[config.mk]
export PLATFORM = sky130hd
export DESIGN_NAME = rgba_over_yuv_blend
export DESIGN_NICKNAME = d
export VERILOG_FILES = /design/src/ryb_pkg.sv /design/src/ryb_mix.sv /design/src/rgba_over_yuv_blend.sv
export SDC_FILE = /design/constraint.sdc
export NUM_CORES = 2
export LEC_CHECK = 0
export ABC_AREA = 1
export BUFFER_PORTS_ARGS = -buffer_cell sky130_fd_sc_hd__buf_2
export CAP_MARGIN = 25
export CELL_PAD_IN_SITES_DETAIL_PLACEMENT = 1
export CELL_PAD_IN_SITES_GLOBAL_PLACEMENT = 1
export CORE_MARGIN = 1.5
export CORE_UTILIZATION = 45
export DETAILED_ROUTE_END_ITERATION = 16
export GPL_TIMING_DRIVEN = 0
export PLACE_DENSITY = 0.74
export SYNTH_ARGS = -nofsm -noshare
export SYNTH_HDL_FRONTEND = slang
export SYNTH_SLANG_ARGS = --single-unit
[constraint.sdc]
create_clock -name clk_i -period 9.2 [get_ports clk_i]
set_input_delay 0.92 -clock clk_i [delete_from_list [all_inputs] [get_ports clk_i]]
set_output_delay 0.92 -clock clk_i [all_outputs]
set_load 0.02 [all_outputs]
[src/ryb_pkg.sv]
// ryb_pkg: widths, color conversion coefficients, weight table and register codes
// for the rgba over yuv blend block; no dependencies
`default_nettype none

package ryb_pkg;

  // field widths
  localparam int unsigned COORD_W  = 12;
  localparam int unsigned REG_W    = COORD_W + 1;
  localparam int unsigned SAMPLE_W = 8;
  localparam int unsigned TRANSP_W = 7;
  localparam int unsigned CFG_IDX_W = 2;

  // q16 weight runs 0..65536, needs 17 bits
  localparam int unsigned WT_W     = 17;
  // one coefficient product, 8 bit sample times 16 bit coefficient
  localparam int unsigned PROD_W   = 24;
  // converted sample minus base, signed, magnitude below 2^24
  localparam int unsigned DIFF_W   = 26;
  // full diff times weight product
  localparam int unsigned MUL_W    = DIFF_W + WT_W + 1;
  // top bits of the product kept for the final add, signed
  localparam int unsigned HI_W     = MUL_W - 32;
  // window compare width, signed
  localparam int unsigned WIN_W    = REG_W + 2;

  // q16 color conversion coefficients (magnitudes, signs applied in the sums)
  localparam logic [15:0] CY_R = 16'd19595;
  localparam logic [15:0] CY_G = 16'd38470;
  localparam logic [15:0] CY_B = 16'd7471;
  localparam logic [15:0] CU_R = 16'd11076;
  localparam logic [15:0] CU_G = 16'd21758;
  localparam logic [15:0] CU_B = 16'd32768;
  localparam logic [15:0] CV_R = 16'd32768;
  localparam logic [15:0] CV_G = 16'd27460;
  localparam logic [15:0] CV_B = 16'd5308;
  localparam logic [DIFF_W-1:0] CHROMA_OFS = DIFF_W'(128 * 65536);

  localparam logic [SAMPLE_W-1:0] SAMPLE_MAX = '1;

  // configuration register codes
  typedef enum logic [CFG_IDX_W-1:0] {
    REG_ORIGIN_X = 2'd0,
    REG_ORIGIN_Y = 2'd1,
    REG_WIDTH    = 2'd2,
    REG_HEIGHT   = 2'd3
  } cfg_reg_e;

  // overlay weight per transparency: ((127 - t) * 65536 + 63) / 127
  typedef logic [WT_W-1:0] weight_lut_t [2**TRANSP_W];

  function automatic weight_lut_t build_weight_lut();
    weight_lut_t lut;
    for (int i = 0; i < 2**TRANSP_W; i++) begin
      lut[i] = WT_W'(((127 - i) * 65536 + 63) / 127);
    end
    return lut;
  endfunction

  localparam weight_lut_t WEIGHT_LUT = build_weight_lut();

endpackage

`default_nettype wire

[src/ryb_mix.sv]
// ryb_mix: one channel of the blend, weight multiply then add to base and clamp
// depends on ryb_pkg
`default_nettype none

module ryb_mix (
  input  wire logic                          clk_i,
  input  wire logic [ryb_pkg::DIFF_W-1:0]    diff_i,
  input  wire logic [ryb_pkg::WT_W-1:0]      weight_i,
  input  wire logic [ryb_pkg::SAMPLE_W-1:0]  base_i,
  output logic      [ryb_pkg::SAMPLE_W-1:0]  result_o
);
  import ryb_pkg::*;

  logic signed [MUL_W-1:0]    prod_d;
  logic signed [HI_W-1:0]     hi_q;
  logic        [SAMPLE_W-1:0] base_q;
  logic signed [HI_W-1:0]     sum_d;
  logic        [SAMPLE_W-1:0] result_d;
  logic        [SAMPLE_W-1:0] result_q;

  // signed diff times unsigned weight; only the part above 2^32 matters
  assign prod_d = $signed(diff_i) * $signed({1'b0, weight_i});

  always_ff @(posedge clk_i) begin
    hi_q   <= prod_d[MUL_W-1:32];
    base_q <= base_i;
  end

  // base plus floored scaled difference, clamped to the sample range
  assign sum_d = $signed({{(HI_W - SAMPLE_W){1'b0}}, base_q}) + hi_q;

  always_comb begin
    priority if (sum_d < 0) begin
      result_d = '0;
    end else if (sum_d > $signed(HI_W'(SAMPLE_MAX))) begin
      result_d = SAMPLE_MAX;
    end else begin
      result_d = sum_d[SAMPLE_W-1:0];
    end
  end

  always_ff @(posedge clk_i) begin
    result_q <= result_d;
  end

  assign result_o = result_q;

endmodule

`default_nettype wire

[src/rgba_over_yuv_blend.sv]
// rgba_over_yuv_blend: top level, window test, rgb to yuv conversion and blend pipeline
// depends on ryb_pkg and ryb_mix
`default_nettype none

// Composites one RGBA overlay pixel onto one 4:4:4 YUV frame pixel for each item.
// An item is taken on every cycle that start_i is high; busy_o never rises, and
// each item gives exactly one result, shown for one cycle with out_valid_o once it
// has passed the four register stages: window test with weight lookup and
// coefficient products, conversion sums, weight multiply, then add and clamp.
// Results keep input order and cannot be held off by the receiver. Inside the
// window set by the origin and size registers the base sample is blended with
// the converted overlay color at weight (127 - transparency) / 127; outside it
// the base passes unchanged and inside_window_o is low. Write configuration
// only while no item is in flight.
module rgba_over_yuv_blend (
  input  wire logic                           clk_i,
  input  wire logic                           rst_ni,
  // item handshake
  input  wire logic                           start_i,
  output logic                                busy_o,
  // configuration write port
  input  wire logic                           cfg_we_i,
  input  wire logic [ryb_pkg::CFG_IDX_W-1:0]  cfg_idx_i,
  input  wire logic [ryb_pkg::REG_W-1:0]      cfg_data_i,
  // input item
  input  wire logic [ryb_pkg::COORD_W-1:0]    pixel_col_i,
  input  wire logic [ryb_pkg::COORD_W-1:0]    pixel_row_i,
  input  wire logic [ryb_pkg::SAMPLE_W-1:0]   base_luma_i,
  input  wire logic [ryb_pkg::SAMPLE_W-1:0]   base_cb_i,
  input  wire logic [ryb_pkg::SAMPLE_W-1:0]   base_cr_i,
  input  wire logic [ryb_pkg::SAMPLE_W-1:0]   over_red_i,
  input  wire logic [ryb_pkg::SAMPLE_W-1:0]   over_green_i,
  input  wire logic [ryb_pkg::SAMPLE_W-1:0]   over_blue_i,
  input  wire logic [ryb_pkg::TRANSP_W-1:0]   over_transparency_i,
  // result item
  output logic                                out_valid_o,
  output logic      [ryb_pkg::SAMPLE_W-1:0]   out_luma_o,
  output logic      [ryb_pkg::SAMPLE_W-1:0]   out_cb_o,
  output logic      [ryb_pkg::SAMPLE_W-1:0]   out_cr_o,
  output logic                                inside_window_o
);
  import ryb_pkg::*;

  // configuration registers
  logic [REG_W-1:0] origin_x_q;
  logic [REG_W-1:0] origin_y_q;
  logic [REG_W-1:0] ovl_w_q;
  logic [REG_W-1:0] ovl_h_q;

  // stage a: window, weight, coefficient products
  logic                    accept;
  logic signed [WIN_W-1:0] col_s, row_s, ox_s, oy_s, end_x_s, end_y_s;
  logic                    win_d;
  logic                    vld_a_q, inside_a_q;
  logic [WT_W-1:0]         wt_a_d, wt_a_q;
  logic [SAMPLE_W-1:0]     by_a_q, bu_a_q, bv_a_q;
  logic [PROD_W-1:0]       yr_q, yg_q, yb_q, ur_q, ug_q, ub_q, vr_q, vg_q, vb_q;

  // stage b: converted samples minus base
  logic [DIFF_W-1:0]       conv_y_d, conv_u_d, conv_v_d;
  logic [DIFF_W-1:0]       diff_y_q, diff_u_q, diff_v_q;
  logic                    vld_b_q, inside_b_q;
  logic [WT_W-1:0]         wt_b_q;
  logic [SAMPLE_W-1:0]     by_b_q, bu_b_q, bv_b_q;

  // stages c and d: valid and window flag follow the channel units
  logic                    vld_c_q, inside_c_q;
  logic                    out_valid_q, inside_q;

  // every cycle can take an item
  assign busy_o = 1'b0;
  assign accept = start_i && !busy_o;

  // configuration writes
  always_ff @(posedge clk_i or negedge rst_ni) begin
    if (!rst_ni) begin
      origin_x_q <= '0;
      origin_y_q <= '0;
      ovl_w_q    <= '0;
      ovl_h_q    <= '0;
    end else if (cfg_we_i) begin
      unique case (cfg_idx_i)
        REG_ORIGIN_X: origin_x_q <= cfg_data_i;
        REG_ORIGIN_Y: origin_y_q <= cfg_data_i;
        REG_WIDTH:    ovl_w_q    <= cfg_data_i;
        REG_HEIGHT:   ovl_h_q    <= cfg_data_i;
        default:      ;
      endcase
    end
  end

  // window test at full width, right and bottom edges exclusive
  assign col_s   = $signed({{(WIN_W - COORD_W){1'b0}}, pixel_col_i});
  assign row_s   = $signed({{(WIN_W - COORD_W){1'b0}}, pixel_row_i});
  assign ox_s    = $signed({{(WIN_W - REG_W){origin_x_q[REG_W-1]}}, origin_x_q});
  assign oy_s    = $signed({{(WIN_W - REG_W){origin_y_q[REG_W-1]}}, origin_y_q});
  assign end_x_s = ox_s + $signed({{(WIN_W - REG_W){1'b0}}, ovl_w_q});
  assign end_y_s = oy_s + $signed({{(WIN_W - REG_W){1'b0}}, ovl_h_q});
  assign win_d   = (col_s >= ox_s) && (row_s >= oy_s) &&
                   (col_s < end_x_s) && (row_s < end_y_s);

  // outside the window a zero weight passes the base through unchanged
  assign wt_a_d = win_d ? WEIGHT_LUT[over_transparency_i] : '0;

  always_ff @(posedge clk_i or negedge rst_ni) begin
    if (!rst_ni) begin
      vld_a_q    <= 1'b0;
      inside_a_q <= 1'b0;
    end else begin
      vld_a_q    <= accept;
      inside_a_q <= accept && win_d;
    end
  end

  // constant coefficient products, with the weight and base samples registered alongside
  always_ff @(posedge clk_i) begin
    wt_a_q <= wt_a_d;
    by_a_q <= base_luma_i;
    bu_a_q <= base_cb_i;
    bv_a_q <= base_cr_i;
    yr_q   <= PROD_W'(over_red_i)   * PROD_W'(CY_R);
    yg_q   <= PROD_W'(over_green_i) * PROD_W'(CY_G);
    yb_q   <= PROD_W'(over_blue_i)  * PROD_W'(CY_B);
    ur_q   <= PROD_W'(over_red_i)   * PROD_W'(CU_R);
    ug_q   <= PROD_W'(over_green_i) * PROD_W'(CU_G);
    ub_q   <= PROD_W'(over_blue_i)  * PROD_W'(CU_B);
    vr_q   <= PROD_W'(over_red_i)   * PROD_W'(CV_R);
    vg_q   <= PROD_W'(over_green_i) * PROD_W'(CV_G);
    vb_q   <= PROD_W'(over_blue_i)  * PROD_W'(CV_B);
  end

  // conversion sums, all converted samples are non-negative and below 2^24
  assign conv_y_d = DIFF_W'(yr_q) + DIFF_W'(yg_q) + DIFF_W'(yb_q);
  assign conv_u_d = CHROMA_OFS + DIFF_W'(ub_q) - DIFF_W'(ur_q) - DIFF_W'(ug_q);
  assign conv_v_d = CHROMA_OFS + DIFF_W'(vr_q) - DIFF_W'(vg_q) - DIFF_W'(vb_q);

  always_ff @(posedge clk_i or negedge rst_ni) begin
    if (!rst_ni) begin
      vld_b_q    <= 1'b0;
      inside_b_q <= 1'b0;
    end else begin
      vld_b_q    <= vld_a_q;
      inside_b_q <= inside_a_q;
    end
  end

  // difference to the base in q16, wraps to a signed value
  always_ff @(posedge clk_i) begin
    diff_y_q <= conv_y_d - {2'b00, by_a_q, 16'h0000};
    diff_u_q <= conv_u_d - {2'b00, bu_a_q, 16'h0000};
    diff_v_q <= conv_v_d - {2'b00, bv_a_q, 16'h0000};
    wt_b_q   <= wt_a_q;
    by_b_q   <= by_a_q;
    bu_b_q   <= bu_a_q;
    bv_b_q   <= bv_a_q;
  end

  // per channel multiply, add and clamp
  ryb_mix u_mix_y (
    .clk_i    (clk_i),
    .diff_i   (diff_y_q),
    .weight_i (wt_b_q),
    .base_i   (by_b_q),
    .result_o (out_luma_o)
  );

  ryb_mix u_mix_u (
    .clk_i    (clk_i),
    .diff_i   (diff_u_q),
    .weight_i (wt_b_q),
    .base_i   (bu_b_q),
    .result_o (out_cb_o)
  );

  ryb_mix u_mix_v (
    .clk_i    (clk_i),
    .diff_i   (diff_v_q),
    .weight_i (wt_b_q),
    .base_i   (bv_b_q),
    .result_o (out_cr_o)
  );

  // valid and window flag aligned with the channel results
  always_ff @(posedge clk_i or negedge rst_ni) begin
    if (!rst_ni) begin
      vld_c_q     <= 1'b0;
      inside_c_q  <= 1'b0;
      out_valid_q <= 1'b0;
      inside_q    <= 1'b0;
    end else begin
      vld_c_q     <= vld_b_q;
      inside_c_q  <= inside_b_q;
      out_valid_q <= vld_c_q;
      inside_q    <= inside_c_q;
    end
  end

  assign out_valid_o     = out_valid_q;
  assign inside_window_o = inside_q;

  // results come only from items that went through every stage
  a_valid_chain: assert property (@(posedge clk_i) disable iff (!rst_ni)
    out_valid_o |-> $past(vld_c_q) && $past(vld_b_q, 2) && $past(vld_a_q, 3))
    else $error("result without an item in every stage");

  // window flag never shows without a result
  a_inside_valid: assert property (@(posedge clk_i) disable iff (!rst_ni)
    inside_window_o |-> out_valid_o)
    else $error("window flag without a result");

  // an empty window marks no item inside
  a_empty_window: assert property (@(posedge clk_i) disable iff (!rst_ni)
    (start_i && (ovl_w_q == '0 || ovl_h_q == '0)) |=> !inside_a_q)
    else $error("item marked inside an empty window");

  // outside the window the base samples pass unchanged
  a_pass_through: assert property (@(posedge clk_i) disable iff (!rst_ni)
    (out_valid_o && !inside_window_o) |->
      (out_luma_o == $past(base_luma_i, 4) && out_cb_o == $past(base_cb_i, 4) &&
       out_cr_o == $past(base_cr_i, 4)))
    else $error("base samples changed outside the window");

endmodule

`default_nettype wire

==> metrics <==
total chip power 28.6 mW; Clock Tree Buf Depth 3; Mapped Cells 9433; die area 174000 um^2; Worst-path clk slew 0.06 ns; asr flop ratio synth 13.6%; met3 Use GR 4.18%; CP Launch Type flip-flop; most numerous cell in the Yosys netlist inv_1; Synth top area share 36.3%; GPL Wtd Cong 0.999; die height 417 um; WP data required 9.77 ns; max frequency 126 MHz; status completed; RR Endpoint u_mix_v.hi_q[8]; Post-CTS Resized 0; r2r startpoint wt_b_q[13]; slew margin rel. 22.9%; reg2reg setup slack 1.28 ns; Worst Setup SP wt_b_q[13]; Sink Count 440; Root Buffer clkbuf_16; worst-margin pin slew 1.16 ns; Max Cap Viol 0; leakage dissipation 47.9 nW; Synth Warn # 0; Syn Nets 11825; Hold Path Class input port to async pin; routed wire length 263000 um; Top delay family on crit path adder cells; CTS tree yes; slowest CP cell clkbuf_1; via count 61583; M1 GR Usage 38.4%; P per Cell Area 345 nW/um^2; DP HPWL 232000 um; 1st-iter DRT viols 3503; endpoints failing setup 0; crit path time final 7.92 ns; Mapped Area 77000 um^2; DR DRC count 0; hold_buf cts 0; Critical Path End u_mix_v.hi_q[8]; unrepaired setup endpoints after global routing false; Post-Route Utilization 48.8%; Setup TNS 0 ns; GRT overflow 0; first-pass GRT wire length 405000 um; GR Util All Layers 30.8%; clock latency on the worst-skew pair 0.71 ns; Main synth FF type dfxtp_1; vias per inst 5.17; CP Class flip-flop to flip-flop; Hold Vio Cnt, Final 0; initial core utilization 45.4%; synthesis-stage register bit count 440; CP arrival 8.49 ns; met2 GRT Util 53.5%; Crit. path cell count 20; H-tree depth 2; vias in the first global route 69133; core area 170000 um^2; ANT nets after route 0; Max FO, Critical Path 10; layout cells sized above 1 3.10%; cell type with the largest total area after synthesis fa_1; synth cell count leaders 2766 x inv_1, 1936 x nand2_1, 1397 x fa_1, 897 x ha_1, 380 x dfxtp_1; initial antenna violation count 25; CP Cell Sequence clkbuf_1 -> clkbuf_1 -> nand2_1 -> fa_1 -> fa_1 -> inv_1 -> fa_1 -> fa_1 -> fa_1 -> inv_1 -> fa_1 -> inv_1 -> ha_1 -> nand2_1 -> nor2_1 -> inv_1 -> nor4_1 -> nand4_1 -> nand3_1 -> xor2_1; slowest stage delay, CP 0.83 ns; Yosys cell types 49; Max Transition Viols Final 0; Crit. End Element flip-flop; final period utilization 86.1%; post-synthesis sequential area ratio 11.8%; die width 417 um; Clock Skew 0.0518 ns; Rows 151; Synth-to-Final Area Change 7.61%; final-stage net count 12047; GRT busiest layer met2; I/O pin count 125; Avg Cell Area, Syn 8.16 um^2; Area contributors post-synth fa_1 36%, ha_1 15%, inv_1 13%, dfxtp_1 9.9%, nand2_1 9.4%; most used cell, CP fa_1; detailed-route wire length per cell 22.1 um; largest net degree at the start of global routing 32; drt first pass iters 5; I/O Buffers 123; Post-synth EDFFs 0; WP buf/inv 6; # Post-CTS Setup Buffers 0; Worst Reg-to-Reg Cells 20; worst vdd rail ir drop 0.000257 V; CTS Buf Count 52
-- state kept, by name (all words and copies together), names as in the netlist, 13 cells and up --
| name | count |
|---|---|
| ovl_h_q | 13 |
| yr_q | 22 |
| vg_q | 21 |
| yg_q | 21 |
| diff_v_q | 24 |
| wt_a_q | 14 |
| diff_y_q | 26 |
| origin_y_q | 13 |
| diff_u_q | 25 |
| ug_q | 21 |
| ur_q | 16 |
| wt_b_q | 14 |
| vb_q | 19 |
| ovl_w_q | 13 |
| origin_x_q | 13 |
-- cells in the final DEF (no fill, tap or decap), types with 10 or more instances in the layout --
cell,instances
a31oi_1,40
ha_1,897
xnor2_1,89
buf_1,37
nor3_1,46
inv_1,2766
nor4_1,15
o21ai_1,12
buf_2,123
clkbuf_16,52
nand3_1,205
o21ai_0,259
clkbuf_1,164
nor2_1,331
nand2_1,1936
buf_8,40
fa_1,1397
nand2_2,10
nor2_2,12
a21oi_1,365
dfrtp_1,60
clkinv_2,11
nand4_1,42
dfxtp_1,380
a21o_1,41
xor2_1,197
o21a_1,10
o21bai_1,48
-- worst min-delay path by stage --
stage                     from                 to  slack [ns]  cells after the start
finish                  rst_ni         ovl_h_q[1]        0.28                      1
global route        wt_a_q[12]         wt_b_q[12]        0.29                      0
CTS                     rst_ni         ovl_h_q[1]        0.27                      1
detailed placement   bu_b_q[4]  u_mix_u.base_q[4]        0.31                      0
global placement    wt_a_q[13]         wt_b_q[13]        0.31                      0
floorplan            bu_b_q[0]  u_mix_u.base_q[0]        0.31                      0
-- logic make-up (layout without fill, tap and decap cells) --
group / Yosys count / after routing / synth area share, %
AO/OA/AOI/OAI: 817 / 817 / 5.85
XOR/XNOR: 289 / 289 / 3.32
adder cells (fa/ha/maj): 2294 / 2294 / 50.9
buffers and inverters: 2966 / 3232 / 14.5
flip-flops: 440 / 440 / 11.8
other: 1 / 7 / 0.00487
AND/OR/NAND/NOR: 2626 / 2626 / 13.6
-- layout make-up --
cell class	count	area, um^2
Sequential cell	440	9110
Fill cell	20687	86800
Buffer	197	756
Antenna cell	6	15.0
Inverter	2769	10400
Clock buffer	65	1380
Tap cell	2218	2780
Clock inverter	33	405
Timing Repair Buffer	168	1280
Multi-Input combinational cell	6027	56700
-- report_power, final --
part / switching, mW / total (mW) / internal [mW] / leakage [nW]
Combinational: 15.2 / 22.9 / 7.66 / 43.0
Sequential: 0.755 / 3.52 / 2.77 / 3.95
Clock: 0.969 / 2.20 / 1.23 / 0.859
Total: 16.9 / 28.6 / 11.7 / 47.9
-- per-layer routing --
metal / up-vias / wire, um
met1: 31332 / 107000
met3: 505 / 14900
met5: - / 65
met4: 12 / 12800
li1: 28164 / -
met2: 1570 / 128000
-- metrics by stage --
stage | hold WS [ns] | cell area [um^2] | setup WS (ns) | cells
6_report | 0.281 | 82900 | 1.28 | 11923
2_1_floorplan | 0.310 | 77000 | 3.44 | 9433
3_3_place_gp | 0.311 | 80400 | 1.17 | 11774
4_1_cts | 0.269 | 82700 | 1.24 | 11910
5_1_grt | 0.295 | 82800 | 0.874 | 11917
3_5_place_dp | 0.313 | 81000 | 1.24 | 11812
(Power assumes the default switching activity.)
